## src/rtl/eco_ram.sv

```systemverilog
module eco_ram #(
  parameter int WIDTH = 20,
  parameter int DEPTH = 64
) (
  input  logic                     clk_i,
  input  logic                     we_i,
  input  logic [$clog2(DEPTH)-1:0] waddr_i,
  input  logic [WIDTH-1:0]         wdata_i,
  input  logic [$clog2(DEPTH)-1:0] raddr_i,
  output logic [WIDTH-1:0]         rdata_o
);

  logic [WIDTH-1:0] mem_q [DEPTH];
  logic [WIDTH-1:0] rdata_q;

  always_ff @(posedge clk_i) begin
    if (we_i) begin
      mem_q[waddr_i] <= wdata_i;
    end
    rdata_q <= mem_q[raddr_i];
  end

  assign rdata_o = rdata_q;

endmodule

```

## config.mk

```make
export PLATFORM = sky130hd
export DESIGN_NAME = eco_ram
export DESIGN_NICKNAME = d
export VERILOG_FILES = /design/src/rtl/eco_ram.sv
export SDC_FILE = /design/constraint.sdc
export NUM_CORES = 1
export LEC_CHECK = 0
export BUFFER_PORTS_ARGS = -buffer_cell sky130_fd_sc_hd__buf_2
export CORE_UTILIZATION = 40
export CTS_BUF_LIST = sky130_fd_sc_hd__clkbuf_8
export DETAILED_ROUTE_END_ITERATION = 10
export GPL_ROUTABILITY_DRIVEN = 0
export GPL_TIMING_DRIVEN = 0
export PLACE_DENSITY_LB_ADDON = 0.25
export SLEW_MARGIN = 20
export SYNTH_ARGS = -nofsm -noshare
export SYNTH_HDL_FRONTEND = slang
export SYNTH_SLANG_ARGS = --single-unit
```

## constraint.sdc

```tcl
create_clock -name clk_i -period 2.5 [get_ports clk_i]
set_input_delay 0.375 -clock clk_i [delete_from_list [all_inputs] [get_ports clk_i]]
set_output_delay 0.375 -clock clk_i [all_outputs]
set_load 0.02 [all_outputs]
```

==> PnR_summary.wiki, run 1 <==
{| class="wikitable"
! Metric !! Value
|-
| Largest net degree at the start of global routing || 65
|-
| Clock period minus worst slack || around 2.6 ns
|-
| Layout overhead on the synthesized area || 14.8%
|-
| Cell area after layout || around 57000 um2
|-
| Detailed-routing iteration count for the pre-antenna-repair pass || 6
|-
| Type of element capturing the critical path || register
|-
| CP arrival || 3.31 ns
|-
| Slowest Stage Delay on Critical Path || 0.61 ns
|-
| Combined global-route utilization of all metal layers || 20.9%
|-
| Kind of start point of the critical path || input pin
|-
| HPWL after detailed placement || 81900 um
|-
| Cell with the biggest individual delay on the critical path || sky130_fd_sc_hd__a31oi_1
|-
| Number of violations of the max-capacitance limit || 0
|-
| Count of cell types in the netlist || 36
|-
| Clock root buffer || sky130_fd_sc_hd__clkbuf_8
|-
| Initial standard-cell utilization of the core || between 40 and 50%
|-
| Cell family with most CP delay || buffers and inverters
|-
| IO Pins || 54
|-
| Maximum fanout count along the critical path || 10
|-
| CTS tree || built
|-
| Final setup violating endpoints || 6
|-
| FILL cells || a little over 10000
|-
| Final Hold Vio Count || 0
|-
| Worst path cell trace || buf_2 > buf_4 > and2_1 > clkbuf_1 > clkbuf_2 > a22oi_1 > a31oi_1 > o21ai_0 > and3_1
|-
| Share of cells above drive strength 1 || 28.9%
|-
| Final period util || 104%
|-
| Gate count after technology mapping || 2243
|-
| Setup repair after global routing missed its margin || no
|-
| Clock Latency Late Sink || 0.88 ns
|-
| Netlist area before placement || around 49000 um2
|-
| Syn Nets || 2277
|-
| Setup WS pre-CTS || -1.34 ns
|-
| Category of the critical setup timing path || in2reg
|-
| Count of pins over their slew limit || 0
|-
| Final Routed Wirelength || roughly 130000 um
|-
| Yosys synthesis warning count || 0
|-
| Site row count || roughly 130
|-
| Die width || ~350 um
|-
| Headroom to the max-slew limit || a little under a fifth
|-
| Actual slew at the worst max-slew pin || 1.22 ns
|-
| Cells on worst reg2reg path || 5
|-
| Sequential element share of the synthesized area || 78.5%
|-
| Power density of the placed cells || roughly 760 nW/um2
|-
| Dpl cell area || between 50000 and 60000 um2
|-
| Number of vias in the routed layout || ~25000
|-
| Wire length of the first global-routing pass || around 180000 um
|-
| Achievable clock frequency || 0.385 GHz
|-
| Vias in the first global route || 25100
|-
| Violated checks || negative setup slack
|-
| Count of antenna-violating nets left after detailed routing || 0
|-
| Fin Setup TNS || -0.272 ns
|-
| Cell count along the critical path || 9
|-
| Die area || about 130000 um2
|-
| Flops & latches, synth || between 1000 and 1500
|-
| GR Overflow Total || 0
|-
| Post-layout worst setup margin || -0.0946 ns
|-
| Residual DRC || 0
|-
| Sinks on the clock net || 1300
|-
| Hold Path Class || in2reg
|-
| Initial antenna violation count || 14
|-
| Outcome || finished with violations
|-
| Via-to-Cell Ratio || roughly 5.7
|-
| Buffer count from post-CTS setup fixing || 0
|-
| Final setup skew || around 0.048 ns
|-
| H-tree depth reported by CTS || 4
|-
| Clock edge transition at the registers on the reported setup and hold paths || approximately 0.060 ns
|-
| Buffers added on ports || 44
|-
| Chip height || between 300 and 400 um
|-
| Number of buffers and inverters on the critical path || 4
|-
| Core Box Area || ~120000 um2
|-
| Initial DRC Count || roughly 3100
|-
| Hold Path Depth || 1
|-
| Total clock buffers created by CTS || around 200
|-
| Worst hold-check slack || around 0.064 ns
|-
| Worst-case vdd ir drop || ~0.50 mV
|-
| Critical path required time || approximately 3.2 ns
|-
| Static power due to leakage || between 15 and 20 nW
|-
| Fin nets || approximately 2600
|-
| Routed len/inst || roughly 30 um
|-
| Post-Synthesis Mean Instance Area || 22.1 um2
|-
| Maximum root-to-sink buffer count || 3
|}
[cell usage after synthesis]
library cell	number	area share, %
sky130_fd_sc_hd__edfxtp_1	1280	78
sky130_fd_sc_hd__mux4_2	264	12
sky130_fd_sc_hd__mux2i_1	184	3.7
sky130_fd_sc_hd__nor2_1	74	0.56
sky130_fd_sc_hd__a22oi_1	64	0.97
sky130_fd_sc_hd__o22ai_1	52	0.66
sky130_fd_sc_hd__clkbuf_1	49	0.37
sky130_fd_sc_hd__buf_2	48	0.49
sky130_fd_sc_hd__a31oi_1	32	0.40
sky130_fd_sc_hd__o21ai_0	32	0.32
sky130_fd_sc_hd__buf_4	22	0.33
sky130_fd_sc_hd__dfxtp_1	20	0.81
sky130_fd_sc_hd__and3_1	16	0.20
sky130_fd_sc_hd__a21o_1	15	0.23
sky130_fd_sc_hd__o31ai_1	15	0.23
sky130_fd_sc_hd__nand2_1	12	0.091
sky130_fd_sc_hd__buf_6	7	0.16
sky130_fd_sc_hd__nor2b_1	7	0.088
sky130_fd_sc_hd__mux2_2	6	0.14
sky130_fd_sc_hd__nand2b_1	6	0.076
sky130_fd_sc_hd__nand3_1	6	0.061
sky130_fd_sc_hd__nor3_1	6	0.061
sky130_fd_sc_hd__nand3b_1	4	0.061
sky130_fd_sc_hd__a21oi_1	3	0.030
sky130_fd_sc_hd__a211oi_1	2	0.030
sky130_fd_sc_hd__a311oi_1	2	0.035
sky130_fd_sc_hd__buf_1	2	0.015
sky130_fd_sc_hd__nand4_1	2	0.025
sky130_fd_sc_hd__o22a_1	2	0.035
sky130_fd_sc_hd__or3_1	2	0.025
sky130_fd_sc_hd__or3b_2	2	0.035
sky130_fd_sc_hd__a31o_2	1	0.018
sky130_fd_sc_hd__and2_1	1	0.013
sky130_fd_sc_hd__inv_1	1	0.0076
sky130_fd_sc_hd__nand4b_1	1	0.018
sky130_fd_sc_hd__or2_2	1	0.013
[path summary, 6_finish.rpt]
kind / start / to / slack (ns)
min: wdata_i[18] / mem_q[55][18] / 0.06
max: raddr_i[1] / rdata_o[2] / -0.09
min reg2reg: mem_q[5][5] / rdata_o[5] / 0.97
max reg2reg: mem_q[61][11] / rdata_o[11] / 0.22
[layer usage]
layer  up-vias  GRT usage, %  part of all wire, %  wire length [um]
li1      10100             -                    -                 -
met4         4          8.23                  3.8              4950
met5         -             0                0.019                25
met2      1089          32.8                   47             61800
met3       249          4.26                  7.7             10100
met1     13100          28.8                   41             54300
[metrics by stage]
step | total power (W) | util [%] | instances
after global placement | 0.0270 | 42.4 | 3912
after CTS | 0.0435 | 46.4 | 4296
after global routing | 0.0444 | 46.5 | 4299
after floorplan | 0.0259 | - | 2243
final | 0.0432 | 46.5 | 4301
after detailed placement | 0.0271 | 43.3 | 3943
[cell families after synthesis]
group | share of synthesized area (%)
buffers and inverters | 1.37
and+or+nand+nor | 1.33
AOI/OAI and AO/OA | 2.96
DFF | 78.5
muxes | 15.9
[what timing repair did]
item                                    4_1_cts  5_1_grt
endpoints found under the setup margin       20       51
cloned                                        0        1
pin swaps                                     0        3
resized for setup                            33       15
hold buffers                                  2        0
hold endpoints to repair                     26        0
[cell usage in the layout (no fill, tap or decap), drive strengths merged, types with 52 or more instances in the layout]
cell / n
buf: 153
clkbuf: 258
inv: 73
edfxtp: 1280
mux4: 264
clkinv: 58
nor2: 75
mux2i: 184
o22ai: 52
a22oi: 64
[area by class of cell]
class	instances	area, um2	share of cell area [%]
Sequential cell	1300	38800	68.3
Multi-Input combinational cell	815	10700	18.7
Clock buffer	208	2860	5.04
Tap cell	1625	2030	3.58
Timing Repair Buffer	77	948	1.67
Clock inverter	143	792	1.39
Buffer	128	692	1.22
Antenna cell	4	10.0	0.0176
Inverter	1	3.75	0.00660
[sequential cells by signal, summed over array words and instances (netlist names)]
name / count
rdata_o: 20
mem_q: 1280
[worst reg2reg max path: cells and delay by family, from the launching register on]
family | cells | cell delay [ns]
AOI/OAI and AO/OA | 3 | 0.98
DFF | 1 | 0.36
muxes | 1 | 0.49
and+or+nand+nor | 1 | 0.31
[power by group]
| part | switching [W] | internal, W |
|---|---|---|
| Combinational | 0.00169 | 0.000821 |
| Sequential | 0.0000417 | 0.0241 |
| Clock | 0.00820 | 0.00830 |
| Total | 0.00993 | 0.0333 |
Power figures use the tool's default switching activity.
==> run 2, diff against run 1 <==
--- a/config.mk
+++ b/config.mk
@@ -6,12 +6,14 @@
 export NUM_CORES = 1
 export LEC_CHECK = 0
 export BUFFER_PORTS_ARGS = -buffer_cell sky130_fd_sc_hd__buf_2
+export CORE_MARGIN = 8
 export CORE_UTILIZATION = 40
 export CTS_BUF_LIST = sky130_fd_sc_hd__clkbuf_8
 export DETAILED_ROUTE_END_ITERATION = 10
 export GPL_ROUTABILITY_DRIVEN = 0
-export GPL_TIMING_DRIVEN = 0
+export GPL_TIMING_DRIVEN = 1
 export PLACE_DENSITY_LB_ADDON = 0.25
+export REMOVE_ABC_BUFFERS = 1
 export SLEW_MARGIN = 20
 export SYNTH_ARGS = -nofsm -noshare
 export SYNTH_HDL_FRONTEND = slang
==> run 2 against run 1 <==
Net effect: the flow now finishes without violations; via count increased by 1.9%; worst hold slack better by 0.023 ns; sequential cell count unchanged; core utilization grew 1.0 points; largest power group unchanged.
==> PnR_summary.wiki, run 2 (same netlist as run 1, synthesis figures left out) <==
{| class="wikitable"
! Metric !! Value
|-
| Outcome || finished clean
|-
| Chip height || 368 um (+4.0%)
|-
| CP arrival || 3.19 ns (-0.12 ns)
|-
| Clock edge transition at the registers on the reported setup and hold paths || 0.06 ns (about the same)
|-
| Headroom to the max-slew limit || 11.7% (-7.0 points)
|-
| Vias in the first global route || 26100 (+3.8%)
|-
| Cell with the biggest individual delay on the critical path || sky130_fd_sc_hd__o31ai_1
|-
| Actual slew at the worst max-slew pin || 1.31 ns (+0.0968 ns)
|-
| Commonest non-fill, non-tap cells in the layout || sky130_fd_sc_hd__edfxtp_1, sky130_fd_sc_hd__mux4_2, sky130_fd_sc_hd__buf_4, sky130_fd_sc_hd__clkbuf_8, sky130_fd_sc_hd__mux2i_1
|-
| Clock root buffer || sky130_fd_sc_hd__clkbuf_8
|-
| Cts-stage hold buffer count || 13 (+11)
|-
| Maximum root-to-sink buffer count || 3 (unchanged)
|-
| Number of standard cells in the layout, taps in and fillers out || 4509 (+4.8%)
|-
| Routed len/inst || 29.1 um (-4.5%)
|-
| Buffers added on ports || 53 (+20%)
|-
| Final setup skew || 0.0450 ns (-0.00301 ns)
|-
| Count of antenna-violating nets left after detailed routing || 0 (unchanged)
|-
| Final setup violating endpoints || 0 (-6)
|-
| Dpl cell area || 54800 um2 (+3.6%)
|-
| Site row count || 129 (+0.78%)
|-
| Core Box Area || 123000 um2 (+0.91%)
|-
| Combined global-route utilization of all metal layers || 19.2% (-1.7 points)
|-
| Initial antenna violation count || 11 (-3)
|-
| GR Overflow Total || 0 (unchanged)
|-
| Setup repair after global routing missed its margin || no
|-
| Number of flip-flops under the largest register name || 1280 (unchanged)
|-
| Cell family with most CP delay || compound AO/OA/AOI/OAI gates
|-
| Via-to-Cell Ratio || 5.54 (-2.8%)
|-
| Maximum fanout count along the critical path || 1 (-9)
|-
| Final Hold Vio Count || 0 (unchanged)
|-
| Post-CTS sizing || 0 (-100%)
|-
| Fin nets || 2733 (+6.8%)
|-
| Share of cells above drive strength 1 || 33.9% (+5.0 points)
|-
| Post-layout worst setup margin || 0.126 ns (+0.221 ns)
|-
| Worst-case vdd ir drop || 0.483 mV (-3.2%)
|-
| Die area || 135000 um2 (+8.1%)
|-
| FILL cells || 10200 (+0.52%)
|-
| Initial standard-cell utilization of the core || 40.1% (-0.37 points)
|-
| Worst path cell trace || mux4_2 > mux2i_1 > a21o_1 > o31ai_1 > and3_1
|-
| Initial DRC Count || 2619 (-16%)
|-
| Power density of the placed cells || 736 nW/um2 (-3.2%)
|-
| Cell area after layout || 58600 um2 (+3.1%)
|-
| Clock period minus worst slack || 2.37 ns (-0.221 ns)
|-
| Wire length of the first global-routing pass || 187000 um (+1.3%)
|-
| H-tree depth reported by CTS || 4 (unchanged)
|-
| Buffer count from post-CTS setup fixing || 0 (unchanged)
|-
| Count of placed standard cells including taps || 4121 (+4.5%)
|-
| Final period util || 95.0% (-8.8 points)
|-
| Die width || 368 um (+4.0%)
|-
| Most frequent standard cell in the layout excluding fill and tap cells || sky130_fd_sc_hd__edfxtp_1
|-
| Largest net degree at the start of global routing || 65 (unchanged)
|-
| Number of vias in the routed layout || 25000 (+1.9%)
|-
| IO Pins || 54 (unchanged)
|-
| Layout overhead on the synthesized area || 18.4%
|-
| Residual DRC || 0 (unchanged)
|-
| Detailed-routing iteration count for the pre-antenna-repair pass || 6 (unchanged)
|-
| Critical path required time || 3.31 ns (+0.09 ns)
|-
| Slowest Stage Delay on Critical Path || 1.09 ns (+0.48 ns)
|-
| Number of buffers and inverters on the critical path || 0 (-4)
|-
| Clock Latency Late Sink || 0.90 ns (+0.02 ns)
|-
| Category of the critical setup timing path || reg2reg
|-
| Final Routed Wirelength || 131000 um (+0.15%)
|-
| Number of violations of the max-capacitance limit || 0 (unchanged)
|-
| Setup WS pre-CTS || -0.639 ns (+0.706 ns)
|-
| Total clock buffers created by CTS || 200 (-0.99%)
|-
| HPWL after detailed placement || 80500 um (-1.6%)
|-
| Utilization after layout || 47.5% (+1.0 points)
|-
| Sinks on the clock net || 1300 (unchanged)
|-
| Achievable clock frequency || 0.421 GHz (+9.3%)
|-
| Worst setup slack for register-to-register paths || 0.13 ns (-0.09 ns)
|-
| Static power due to leakage || 19.4 nW (+6.9%)
|-
| Kind of start point of the critical path || register
|-
| Register ranked first by flip-flop count || mem_q
|-
| Hold Path Class || in2reg
|-
| Type of element capturing the critical path || register
|-
| Count of pins over their slew limit || 0 (unchanged)
|-
| CTS tree || built
|}
## run 2: cell type report
cell class	instances	area, um2	share of cell area [%]
Tap cell	1637	2050	3.49
Inverter	1	3.75	0.00640
Clock buffer	207	2850	4.86
Clock inverter	161	818	1.40
Multi-Input combinational cell	814	10200	17.3
Timing Repair Buffer	382	3890	6.63
Antenna cell	7	17.5	0.0299
Sequential cell	1300	38800	66.2
## run 2: report_power, final
part,total [W],internal (W),switching (W)
Combinational,0.00262,0.00107,0.00155
Clock,0.0163,0.00797,0.00829
Sequential,0.0243,0.0241,0.000120
Total,0.0431,0.0332,0.00996
## run 2: final timing paths
kind | startpoint | end | cells past startpoint
worst max-delay path | mem_q[39][19] | rdata_o[19] | 5
worst min-delay path | wdata_i[1] | mem_q[1][1] | 1
worst max register to register | mem_q[39][19] | rdata_o[19] | 5
worst min register to register | mem_q[58][18] | rdata_o[18] | 5
## run 2: metal layers
metal | vias up | wire (um) | track usage (%)
li1 | 10500 | - | -
met1 | 13300 | 54700 | 26.1
met2 | 1090 | 61400 | 30.0
met3 | 181 | 11900 | 5.41
met4 | 2 | 3330 | 6.42
met5 | - | 13 | 0
## run 2: per-stage QoR
step	hold slack [ns]	power, W	setup TNS [ns]
floorplan	0.474	0.0256	-3.09
global placement	0.797	0.0273	-4.11
detailed placement	0.794	0.0273	-3.69
CTS	0.0385	0.0436	0
global route	0.0609	0.0446	0
finish	0.0870	0.0431	0
