### src/rtl/eco_pkg.sv
package eco_pkg;

  localparam int MAX_EDGES = 64;
  localparam int IDX_W     = $clog2(MAX_EDGES);
  localparam int CNT_W     = $clog2(MAX_EDGES + 1);
  localparam int EDGE_W    = 20;
  localparam int VTX_W     = 24;
  localparam int STEP_W    = 10;

  localparam logic [STEP_W-1:0] RESET_STEPS = STEP_W'(100);

  // search token that travels down the cell row, one cell per cycle
  typedef struct packed {
    logic              valid;
    logic              found;
    logic [VTX_W-1:0]  vtx;
    logic [EDGE_W-1:0] cur_id;
  } token_t;

  typedef struct packed {
    logic wr;   // load this cell with the incoming edge
    logic clr;  // start of walk: reset the visited mark
  } cell_ctrl_t;

endpackage

### src/rtl/eco_cell.sv
module eco_cell (
  input  logic                       clk_i,
  input  logic                       rst_ni,
  input  eco_pkg::cell_ctrl_t        ctrl_i,
  input  logic                       init_visited_i,
  input  logic                       occupied_i,
  input  logic [eco_pkg::EDGE_W-1:0] edge_id_i,
  input  logic [eco_pkg::VTX_W-1:0]  vertex_a_i,
  input  logic [eco_pkg::VTX_W-1:0]  vertex_b_i,
  input  eco_pkg::token_t            tok_i,
  output eco_pkg::token_t            tok_o
);
  import eco_pkg::*;

  logic [EDGE_W-1:0] id_q;
  logic [VTX_W-1:0]  va_q, vb_q;
  logic              visited_q, visited_d;
  token_t            tok_q, tok_d;
  logic              a_hit, b_hit, hit;

  assign a_hit = (va_q == tok_i.vtx);
  assign b_hit = (vb_q == tok_i.vtx);
  assign hit   = tok_i.valid && !tok_i.found && occupied_i && !visited_q &&
                 (id_q != tok_i.cur_id) && (a_hit || b_hit);

  always_comb begin
    tok_d     = tok_i;
    visited_d = visited_q;
    if (ctrl_i.clr) begin
      visited_d = init_visited_i;
    end else if (hit) begin
      visited_d = 1'b1;
    end
    if (hit) begin
      tok_d.found  = 1'b1;
      tok_d.vtx    = a_hit ? vb_q : va_q;
      tok_d.cur_id = id_q;
    end
  end

  always_ff @(posedge clk_i or negedge rst_ni) begin
    if (!rst_ni) begin
      visited_q <= 1'b0;
      tok_q     <= '0;
    end else begin
      visited_q <= visited_d;
      tok_q     <= tok_d;
    end
  end

  always_ff @(posedge clk_i) begin
    if (ctrl_i.wr) begin
      id_q <= edge_id_i;
      va_q <= vertex_a_i;
      vb_q <= vertex_b_i;
    end
  end

  assign tok_o = tok_q;

endmodule

### config.mk
export PLATFORM = sky130hd
export DESIGN_NAME = eco_cell
export DESIGN_NICKNAME = d
export VERILOG_FILES = /design/src/rtl/eco_pkg.sv /design/src/rtl/eco_cell.sv
export SDC_FILE = /design/constraint.sdc
export NUM_CORES = 1
export LEC_CHECK = 0
export ABC_CLOCK_PERIOD_IN_PS = 5870
export BUFFER_PORTS_ARGS = -buffer_cell sky130_fd_sc_hd__buf_2
export CAP_MARGIN = 10
export CORE_ASPECT_RATIO = 1.1
export CORE_UTILIZATION = 47
export CTS_CLUSTER_DIAMETER = 40
export DETAILED_ROUTE_END_ITERATION = 6
export GPL_TIMING_DRIVEN = 1
export PLACE_DENSITY_LB_ADDON = 0.15
export SLEW_MARGIN = 20
export SYNTH_ARGS = -nofsm -noshare
export SYNTH_HDL_FRONTEND = slang
export SYNTH_SLANG_ARGS = --single-unit
### constraint.sdc
create_clock -name clk_i -period 5.87 [get_ports clk_i]
set_input_delay 0.2935 -clock clk_i [delete_from_list [all_inputs] [get_ports clk_i]]
set_output_delay 0.2935 -clock clk_i [all_outputs]
set_load 0.005 [all_outputs]
==> results.md, run 1 <==
- Sequential area share after synthesis: 66.5%
- Max VDD drop: 0.174 mV
- CP max stage cell: buf_4
- Vias per inst: 4.83
- Nets: 659
- Number of port buffers: 165
- Max clock buf depth: 2
- Pleak: 2.98 nW
- Worst Path Class, Setup: flop to flop
- Post-Syn Area: 4840 sq um
- Post-synth EDFFs: 68
- Gate Count Post-Synth: 287
- CTS tree: done
- Worst hold path class: input port to flop
- Core Box Area: 9940 sq um
- Antenna violations before repair: 0
- Max Fclk: 356 MHz
- Skew-Pair Late Insertion Delay: 500 ps
- Clk slew on worst S/H paths: 50 ps
- Syn_nets: 407
- Slew Limit Fails: 0
- Distinct cells, synth: 18
- GR Overflow Total: 0
- Post-route minimum period: 2810 ps
- #FFs+latches synth: 115
- Required @ worst endpoint: 6240 ps
- Clock skew: 8.70 ps
- Largest net degree at the start of global routing: 69
- Fin. Hold Viols: 0
- Count leader, synth: edfxtp_1
- Pwr Density: 301 nW/um^2
- Share of cells above drive strength 1: 40.8%
- Post_cts resized: 0
- Worst Setup End Kind: flop
- Hpwl dp: 7140 microns
- Die Area: 10,700 sq um
- Die Ht: 108 microns
- Vias: 3,243
- Top_reg_cell synth: edfxtp_1
- Power, Total: 2.12 mW
- RSZ-0062 raised after global routing: no
- Layout Area Growth over Synthesis: 45.9%
- Final GP Congestion: 0.783
- Share of Yosys cell area claimed by the top area cell type: 42.2%
- Ranking of synthesized cells by area: edfxtp_1 (42%), dfrtp_1 (24%), mux2_1 (10%)
- H-tree lvl count: 4
- CTS Sinks: 115
- Asr flop ratio synth: 40.9%
- Total CTS buffers: 17
- Initial core utilization: 48.7%
- Fill cells: 700
- Die width: 98.7 microns
- DR pass1 iterations: 4
- Root Driver: clkbuf_8
- First-pass GRT wire length: 17,000 microns
- Post-synth top area cell: edfxtp_1
- Period utilisation layout: 47.9%
- I/O pins: 166
- Synth top cells by count: edfxtp_1 (68), dfrtp_1 (47), mux2_1 (44), xor2_1 (40), xnor2_1 (28)
- Vias in the first global route: 3,413
- Worst-path cell chain: xor2_1 > nor4_1 > nand4_1 > nor3_4 > o211a_2 > buf_4 > mux2_1
- Final core occ: 71.0%
- Yosys warns: 0
- Critical path startpoint category: flop
- Rows: 38
- Crit-path max FO: 34
- Antenna cells: 0
- Syn_area_per_cell: 16.8 sq um
- DRT iter0 DRCs: 87
- Max-cap violations: 0
- Antenna viol nets, final: 0
- Pin slew with the least headroom to its limit: 891 ps
- Setup violations, final: 0
- # DRC: 0
- Worst path max stage delay: 500 ps
- Outcome: finished, final reports clean
- Drt wl/cell: 16.4 microns
- Tot GR Track Use: 21.9%
- Arr. time, crit path: 3180 ps
- Routed WL: 11,000 microns
- Final setup TNS: 0 ps
- Worst slew margin: 40.6%
[cells in the final DEF, fill, tap and decap left out]
master	instances
o31a_1	1
edfxtp_1	68
o211a_2	1
buf_4	4
dlygate4sd3_1	71
clkinv_2	6
mux2_2	24
nand2b_1	1
xor2_1	40
mux2_1	44
buf_2	165
clkbuf_8	4
nor4_1	10
nand4_1	9
or2_1	1
clkbuf_16	16
xnor2_1	28
nor3_1	3
nor3_4	1
clkinv_1	1
bufinv_16	2
clkinvlp_4	2
clkbuf_1	1
dfrtp_1	47
nand2_1	1
nand3_1	1
[worst paths after layout]
| kind | start | endpoint | slack [ps] | cells past startpoint |
|---|---|---|---|---|
| setup / recovery | va_q[18] | tok_o[23] | 3060 | 7 |
| hold / removal | tok_i[13] | tok_o[13] | 30 | 2 |
| setup reg to reg | va_q[18] | tok_o[23] | 3060 | 7 |
| hold reg to reg | id_q[11] | tok_o[11] | 510 | 1 |
| max in group asynchronous | rst_ni | tok_o[18] | 4980 | 3 |
| min in group asynchronous | rst_ni | tok_o[40] | 430 | 3 |
[timing repair]
| item | 4_1_cts | 5_1_grt |
|---|---|---|
| setup buffers | 0 | 0 |
| hold endpoints to repair | 117 | 0 |
| hold buffers | 71 | 0 |
[logic make-up (layout without fill, tap and decap cells)]
kind of cell	after synthesis	in the layout	share of synthesized area, %
muxes	68	68	15.8
AOI/OAI and AO/OA	2	2	0.388
and+or+nand+nor	27	27	3.54
DFF	115	115	66.5
xor gates and xnor gates	68	68	12.3
buffers and inverters	7	272	1.37
[cell type report]
| type | count | area (sq um) | share of cell area [%] |
|---|---|---|---|
| sequential | 115 | 3220 | 45.6 |
| timing repair buffer | 240 | 1570 | 22.2 |
| multi-input combinational | 165 | 1550 | 22.0 |
| clock buffer | 21 | 459 | 6.51 |
| tap | 120 | 150 | 2.13 |
| clock inverter | 11 | 109 | 1.54 |
[stage by stage]
step                      instances  setup slack, ps  area [sq um]  hold WS (ps)
after detailed placement        569             3000          5780           418
after CTS                       672             2980          7050          10.4
after global placement          569             3070          5780           417
after floorplan                 287             3670          4840         -2.09
after global routing            672             2850          7050          10.5
final                           672             3060          7050          33.6
[power breakdown]
part           switching (mW)  leakage [nW]  internal (mW)
Combinational          0.0886          1.49          0.120
Sequential             0.0286          1.21          0.921
Clock                   0.335         0.281          0.630
[sequential cells by signal, summed over array words and instances (netlist names)]
| register | flops |
|---|---|
| tok_o | 46 |
| visited_q | 1 |
| vb_q | 24 |
| id_q | 20 |
| va_q | 24 |
[metal layers]
layer	vias to the layer above	track usage (%)	share of wire (%)
li1	1561	-	-
met1	1554	26.3	43
met2	113	37.6	51
met3	15	5.88	4.5
met4	0	9.06	1.6
met5	-	0	0
[worst max-delay path, delay by kind of cell, from the launching register on]
family                 cells  cell delay [ps]
AND/OR/NAND/NOR            3              770
buffers and inverters      1              500
multiplexers               1              380
XOR/XNOR                   1              170
AO/OA/AOI/OAI              1              440
flip-flops                 1              400
(Power assumes the default switching activity.)
==> run 2: changes to the inputs <==
--- a/config.mk
+++ b/config.mk
@@ -5,11 +5,11 @@
 export SDC_FILE = /design/constraint.sdc
 export NUM_CORES = 1
 export LEC_CHECK = 0
-export ABC_CLOCK_PERIOD_IN_PS = 5870
+export ABC_CLOCK_PERIOD_IN_PS = 2300
 export BUFFER_PORTS_ARGS = -buffer_cell sky130_fd_sc_hd__buf_2
 export CAP_MARGIN = 10
 export CORE_ASPECT_RATIO = 1.1
-export CORE_UTILIZATION = 47
+export CORE_UTILIZATION = 45
 export CTS_CLUSTER_DIAMETER = 40
 export DETAILED_ROUTE_END_ITERATION = 6
 export GPL_TIMING_DRIVEN = 1
==> constraint.sdc (replaced) <==
create_clock -name clk_i -period 2.3 [get_ports clk_i]
set_input_delay 0.115 -clock clk_i [delete_from_list [all_inputs] [get_ports clk_i]]
set_output_delay 0.115 -clock clk_i [all_outputs]
set_load 0.005 [all_outputs]
==> run 2 against run 1 <==
  * The flow now finishes with violations (setup timing)
  * First-iteration DRC count rose by 28%
  * Die area rose by 4.4%
  * Setup slack got worse by 3200 ps
  * Maximum frequency rose by 15%
  * Count of clock-buffer cells in the layout fell by 2
  * Via count rose by 6.6%
  * Critical path type unchanged
==> results.md, run 2 (synthesis results as in run 1) <==
- Required @ worst endpoint: 2580 ps (was 6240 ps)
- Clock skew: 8.44 ps (was 8.70 ps)
- Clk slew on worst S/H paths: 50 ps (about the same)
- Setup ws final: -134 ps (was 3060 ps)
- Number of cells on the worst reg-to-reg path: 8 (was 7)
- Worst Path Class, Setup: flop to flop (unchanged)
- WHS: 21.2 ps (was 33.6 ps)
- Initial core utilization: 46.3% (was 48.7%)
- RSZ-0062 raised after global routing: yes (was no)
- Crit-path max FO: 8 (was 34)
- H-tree lvl count: 4 (unchanged)
- Placed inst area: 5870 sq um (was 5780 sq um)
- Hold Crit Start: tok_i[37] (was tok_i[13])
- Slew Limit Fails: 0 (unchanged)
- Vias per inst: 4.64 (was 4.83)
- Root Driver: clkbuf_16 (was clkbuf_8)
- DRT iter0 DRCs: 111 (was 87)
- First-pass GRT wire length: 18,300 microns (was 17,000 microns)
- Pwr Density: 722 nW/um^2 (was 301 nW/um^2)
- Largest net degree at the start of global routing: 69 (unchanged)
- Max clock buf depth: 2 (unchanged)
- Hpwl dp: 7210 microns (was 7140 microns)
- Critical path startpoint category: flop (unchanged)
- Vias in the first global route: 3,679 (was 3,413)
- Power, Total: 5.60 mW (was 2.12 mW)
- Commonest non-fill, non-tap cells in the layout: buf_2 (165), dlygate4sd3_1 (115), edfxtp_1 (68) (was buf_2 (165), dlygate4sd3_1 (71), edfxtp_1 (68))
- Outcome: finished with violations (was finished, final reports clean)
- Max-cap violations: 0 (unchanged)
- Vias: 3,458 (was 3,243)
- Die Area: 11,200 sq um (was 10,700 sq um)
- Post-route minimum period: 2430 ps (was 2810 ps)
- I/O pins: 166 (unchanged)
- Final core occ: 74.3% (was 71.0%)
- Worst Hold Path EP: tok_o[37] (was tok_o[13])
- Setup violations, final: 44 (was 0)
- Hold path depth: 2 (unchanged)
- Non-Filler Instances: 746 (was 672)
- Antenna cells: 0 (unchanged)
- CTS tree: done (unchanged)
- Most common cell after layout, fill and taps aside: buf_2 (unchanged)
- Fill cells: 709 (was 700)
- Max reg flops: 46 (unchanged)
- Nets: 711 (was 659)
- Max VDD drop: 0.422 mV (was 0.174 mV)
- Final GP Congestion: 0.742 (was 0.783)
- RR Endpoint: tok_o[29] (was tok_o[23])
- Drt wl/cell: 16.3 microns (was 16.4 microns)
- Fin area: 7760 sq um (was 7050 sq um)
- Worst R2R Start: va_q[3] (was va_q[18])
- Tot GR Track Use: 22.5% (was 21.9%)
- DR pass1 iterations: 4 (unchanged)
- Max Fclk: 411 MHz (was 356 MHz)
- Skew-Pair Late Insertion Delay: 400 ps (was 500 ps)
- CTS Sinks: 115 (unchanged)
- Arr. time, crit path: 2710 ps (was 3180 ps)
- Number of port buffers: 165 (unchanged)
- # DRC: 0 (unchanged)
- Fin. Hold Viols: 0 (unchanged)
- Worst reg-to-reg setup slack: -130 ps (was 3060 ps)
- Pin slew with the least headroom to its limit: 491 ps (was 891 ps)
- GR Overflow Total: 0 (unchanged)
- Worst slew margin: 67.3% (was 40.6%)
- Period utilisation layout: 106% (was 47.9%)
- Pleak: 3.27 nW (was 2.98 nW)
- Antenna viol nets, final: 0 (unchanged)
- Antenna violations before repair: 0 (unchanged)
- Worst Setup End Kind: flop (unchanged)
- Die width: 101 microns (was 98.7 microns)
- Layout Area Growth over Synthesis: 60.5% (was 45.9%)
- Worst hold path class: input port to flop (unchanged)
- Routed WL: 12,100 microns (was 11,000 microns)
- DP Cell Count: 596 (was 569)
- Failing checks: setup timing
- Die Ht: 111 microns (was 108 microns)
- Total CTS buffers: 17 (unchanged)
- Rows: 39 (was 38)
- Core Box Area: 10,400 sq um (was 9940 sq um)
- Share of cells above drive strength 1: 40.8% (about the same)
run 2: cell count changes in the layout (fill, tap and decap cells not counted), sizes merged:
cell         delta
clkinvlp        +1
bufinv          +1
clkinv          -1
dlygate4sd3    +44
buf             +6
run 2: worst max path at each step:
stage          startpoint  slack, ps         to
4_1_cts          va_q[18]        -20   tok_o[5]
5_1_grt           va_q[5]       -200  tok_o[29]
6_report          va_q[3]       -130  tok_o[29]
3_3_place_gp     va_q[18]        -80  tok_o[37]
2_1_floorplan    va_q[17]        100  tok_o[24]
3_5_place_dp      va_q[2]        -50   tok_o[5]
run 2: routing by layer:
layer | GRT usage (%) | routed length, microns | vias up
li1 | - | - | 1671
met3 | 6.49 | 650 | 12
met2 | 38.1 | 6340 | 129
met5 | 0 | 0 | -
met4 | 7.73 | 131 | 0
met1 | 27.4 | 5020 | 1646
run 2: cell type report:
cell class	instances	area, sq um	area share [%]
multi-input cells	165	1630	21.0
well taps	143	179	2.30
flip-flops and latches	115	3220	41.5
clock buffers	19	443	5.71
clock inverters	12	139	1.79
repair buffers	292	2150	27.8
run 2: worst max-delay path, cell delays in order (launching register included):
cell and delay (ps):
edfxtp_1 420, xor2_1 170, nor4_2 340, nand4_1 200
nor3_4 250, buf_4 150, clkbuf_16 150, mux2_2 320
mux2_1 290
run 2: power breakdown:
part           internal, mW  total, mW  leakage, nW  switching (mW)
Combinational         0.370      0.613         1.78           0.243
Clock                  1.70       2.56        0.277           0.860
Sequential             2.35       2.43         1.21          0.0756
Total                  4.42       5.60         3.27            1.18
run 2: stage by stage:
stage | TNS, ps | worst slack (ps)
finish | -4630 | -134
global route | -7810 | -198
CTS | -144 | -24.1
detailed placement | -1240 | -48.7
global placement | -2750 | -80.2
floorplan | 0 | 99.9
run 2: what timing repair did:
action,CTS,global route
setup buffers,0,2
pin swaps,0,5
hold buffers,115,0
endpoints found under the setup margin,44,44
gates resized for setup,4,18
gates cloned,0,2
hold endpoints to repair,130,0
==> run 3: changes to the inputs <==
--- a/config.mk
+++ b/config.mk
@@ -10,10 +10,10 @@
 export CAP_MARGIN = 10
 export CORE_ASPECT_RATIO = 1.1
 export CORE_UTILIZATION = 45
-export CTS_CLUSTER_DIAMETER = 40
+export CTS_CLUSTER_DIAMETER = 80
 export DETAILED_ROUTE_END_ITERATION = 6
 export GPL_TIMING_DRIVEN = 1
-export PLACE_DENSITY_LB_ADDON = 0.15
+export PLACE_DENSITY = 0.88
 export SLEW_MARGIN = 20
 export SYNTH_ARGS = -nofsm -noshare
 export SYNTH_HDL_FRONTEND = slang
==> run 3 against run 2 <==
  * The run still ends with setup timing left
  * Via count increased by 12%
  * Sequential power about the same
  * Clock power increased by 6%
  * Combinational power increased by 11%
  * Design area increased by 2.0%
  * Worst hold slack got worse by 8.8 ps
  * Maximum frequency decreased by 3.1%
  * Final cell count increased by 0.80%
  * Critical path type unchanged
  * Largest cell class unchanged
  * Highest routed layer unchanged
==> results.md, run 3 (synthesis results as in run 1) <==
- Outcome: finished with violations (unchanged)
- Failing checks: setup timing (unchanged)
- Antenna violations before repair: 1 (was 0)
- DR pass1 iterations: 5 (was 4)
- Met1 GRT Util: 30.1% (was 27.4%)
- CTS tree: done (unchanged)
- Worst R2R Start: vb_q[16] (was va_q[3])
- Clock skew: 14.6 ps (was 8.44 ps)
- Root Driver: clkbuf_16 (unchanged)
- Required @ worst endpoint: 2590 ps (was 2580 ps)
- Met2 Usage GRT: 49.8% (was 38.1%)
- P_sw: 1.33 mW (was 1.18 mW)
- Initial core utilization: 46.3% (unchanged)
- Combinational share of power: 11.6% (was 10.9%)
- RSZ-0062 raised after global routing: yes (unchanged)
- Max VDD drop: 0.579 mV (was 0.422 mV)
- Critical path startpoint category: flop (unchanged)
- Register share of total power: 41.9% (was 43.3%)
- Vias: 3,866 (was 3,458)
- Die width: 101 microns (unchanged)
- Core Box Area: 10,400 sq um (unchanged)
- Max reg flops: 46 (unchanged)
- Die Area: 11,200 sq um (unchanged)
- Worst reg-to-reg setup slack: -210 ps (was -130 ps)
- Fill cells: 636 (was 709)
- Crit-path max FO: 11 (was 8)
- Drt wl/cell: 21.6 microns (was 16.3 microns)
- Setup ws final: -212 ps (was -134 ps)
- GRT Max-Usage Layer: met2 (unchanged)
- RR Endpoint: tok_o[22] (was tok_o[29])
- Nets: 715 (was 711)
- Final core occ: 75.8% (was 74.3%)
- Max-cap violations: 0 (unchanged)
- Commonest non-fill, non-tap cells in the layout: buf_2 (165), dlygate4sd3_1 (115), edfxtp_1 (68) (unchanged)
- Clk slew on worst S/H paths: 60 ps (was 50 ps)
- Antenna viol nets, final: 0 (unchanged)
- Placed inst area: 5890 sq um (was 5870 sq um)
- Worst hold path class: input port to flop (unchanged)
- H-tree lvl count: 4 (unchanged)
- Skew-Pair Late Insertion Delay: 420 ps (was 400 ps)
- Vias in the first global route: 4,215 (was 3,679)
- Slew Limit Fails: 0 (unchanged)
- Pwr Density: 739 nW/um^2 (was 722 nW/um^2)
- Final GP Congestion: 0.814 (was 0.742)
- Max clock buf depth: 2 (unchanged)
- Most common cell after layout, fill and taps aside: buf_2 (unchanged)
- Grt met3 use: 7.19% (was 6.49%)
- Hold path depth: 2 (unchanged)
- Worst Path Class, Setup: flop to flop (unchanged)
- Worst Hold Path EP: tok_o[27] (was tok_o[37])
- Max Fclk: 398 MHz (was 411 MHz)
- Worst Setup End Kind: flop (unchanged)
- Hold Crit Start: tok_i[27] (was tok_i[37])
- Pleak: 3.38 nW (was 3.27 nW)
- # DRC: 0 (unchanged)
- Setup violations, final: 44 (unchanged)
- WHS: 12.5 ps (was 21.2 ps)
- Rows: 39 (unchanged)
- Layout Area Growth over Synthesis: 63.8% (was 60.5%)
- GR Overflow Total: 0 (unchanged)
- DRT iter0 DRCs: 247 (was 111)
- CTS Sinks: 115 (unchanged)
- Number of cells on the worst reg-to-reg path: 7 (was 8)
- Largest net degree at the start of global routing: 69 (unchanged)
- Routed WL: 16,300 microns (was 12,100 microns)
- Worst slew margin: 66.5% (was 67.3%)
- P_int: 4.52 mW (was 4.42 mW)
- Switch share: 22.7% (was 21.0%)
- Total CTS buffers: 17 (unchanged)
- Worst slack, placed: -79.5 ps (was -48.7 ps)
- Hpwl dp: 8120 microns (was 7210 microns)
- Post-route minimum period: 2510 ps (was 2430 ps)
- Part of the power in the clock network: 46.5% (was 45.7%)
- Fin. Hold Viols: 0 (unchanged)
- Vias per inst: 5.14 (was 4.64)
- Fin area: 7920 sq um (was 7760 sq um)
- Number of port buffers: 165 (unchanged)
- Arr. time, crit path: 2800 ps (was 2710 ps)
- I/O pins: 166 (unchanged)
- First-pass GRT wire length: 22,300 microns (was 18,300 microns)
- Tot GR Track Use: 27.8% (was 22.5%)
- Share of cells above drive strength 1: 44.9% (was 40.8%)
- Die Ht: 111 microns (unchanged)
- Period utilisation layout: 109% (was 106%)
- Pin slew with the least headroom to its limit: 498 ps (was 491 ps)
## run 3: cell types whose count changed in the layout (fill, tap and decap cells not counted), sizes merged
| cell | change |
|---|---|
| clkbuf | +4 |
| diode | +1 |
| buf | +3 |
| clkinvlp | -1 |
| clkinv | -1 |
## run 3: power by group through the flow
stage          Clock [mW]  Sequential (mW)  Combinational (mW)
2_1_floorplan           0             2.45               0.175
3_3_place_gp            0             2.46               0.430
3_5_place_dp            0             2.47               0.442
4_1_cts              2.68             2.43               0.610
5_1_grt              2.84             2.46               0.717
6_report             2.72             2.45               0.678
## run 3: cell type report
| class | instances | area (sq um) | share of cell area [%] |
|---|---|---|---|
| antenna | 1 | 2.50 | 0.0316 |
| clock buffer | 22 | 474 | 5.99 |
| clock inverter | 10 | 130 | 1.64 |
| multi-input combinational | 165 | 1710 | 21.6 |
| sequential | 115 | 3220 | 40.6 |
| tap | 143 | 179 | 2.26 |
| timing repair buffer | 296 | 2210 | 27.9 |
## run 3: critical path, cell delays in order, from the launching register on
cell	delay (ps)
edfxtp_1	440
xor2_1	180
nor4_1	440
nand4_1	240
nor3_2	230
o211a_4	280
clkbuf_16	210
mux2_1	340
## run 3: timing repair
| action | 4_1_cts | 5_1_grt |
|---|---|---|
| pin swaps | 0 | 1 |
| hold buffers | 115 | 0 |
| endpoints found under the setup margin | 44 | 44 |
| cloned | 0 | 3 |
| resized for setup | 2 | 39 |
| buffers inserted | 0 | 4 |
| endpoints found under the hold margin | 129 | 0 |
## run 3: layer usage
metal  share of wire (%)  vias up  wire, microns
li1                    -     1671              -
met1                  36     1924           5940
met2                  54      219           8830
met3                 5.2       52            853
met4                 4.1        0            661
met5                   0        -              0
## run 3: through the flow
step | instances | total power, mW | setup TNS, ps
2_1_floorplan | 287 | 2.63 | 0
3_3_place_gp | 597 | 2.89 | -1690
3_5_place_dp | 597 | 2.91 | -2450
4_1_cts | 744 | 5.72 | -3200
5_1_grt | 752 | 6.01 | -10570
6_report | 752 | 5.85 | -7450
## run 3: worst max-delay path by stage
stage	startpoint	endpoint	slack [ps]
after floorplan	va_q[17]	tok_o[24]	100
after global placement	va_q[18]	tok_o[20]	-60
after global routing	va_q[17]	tok_o[33]	-280
final	vb_q[16]	tok_o[22]	-210
after detailed placement	va_q[17]	tok_o[27]	-80
after CTS	va_q[10]	tok_o[27]	-100
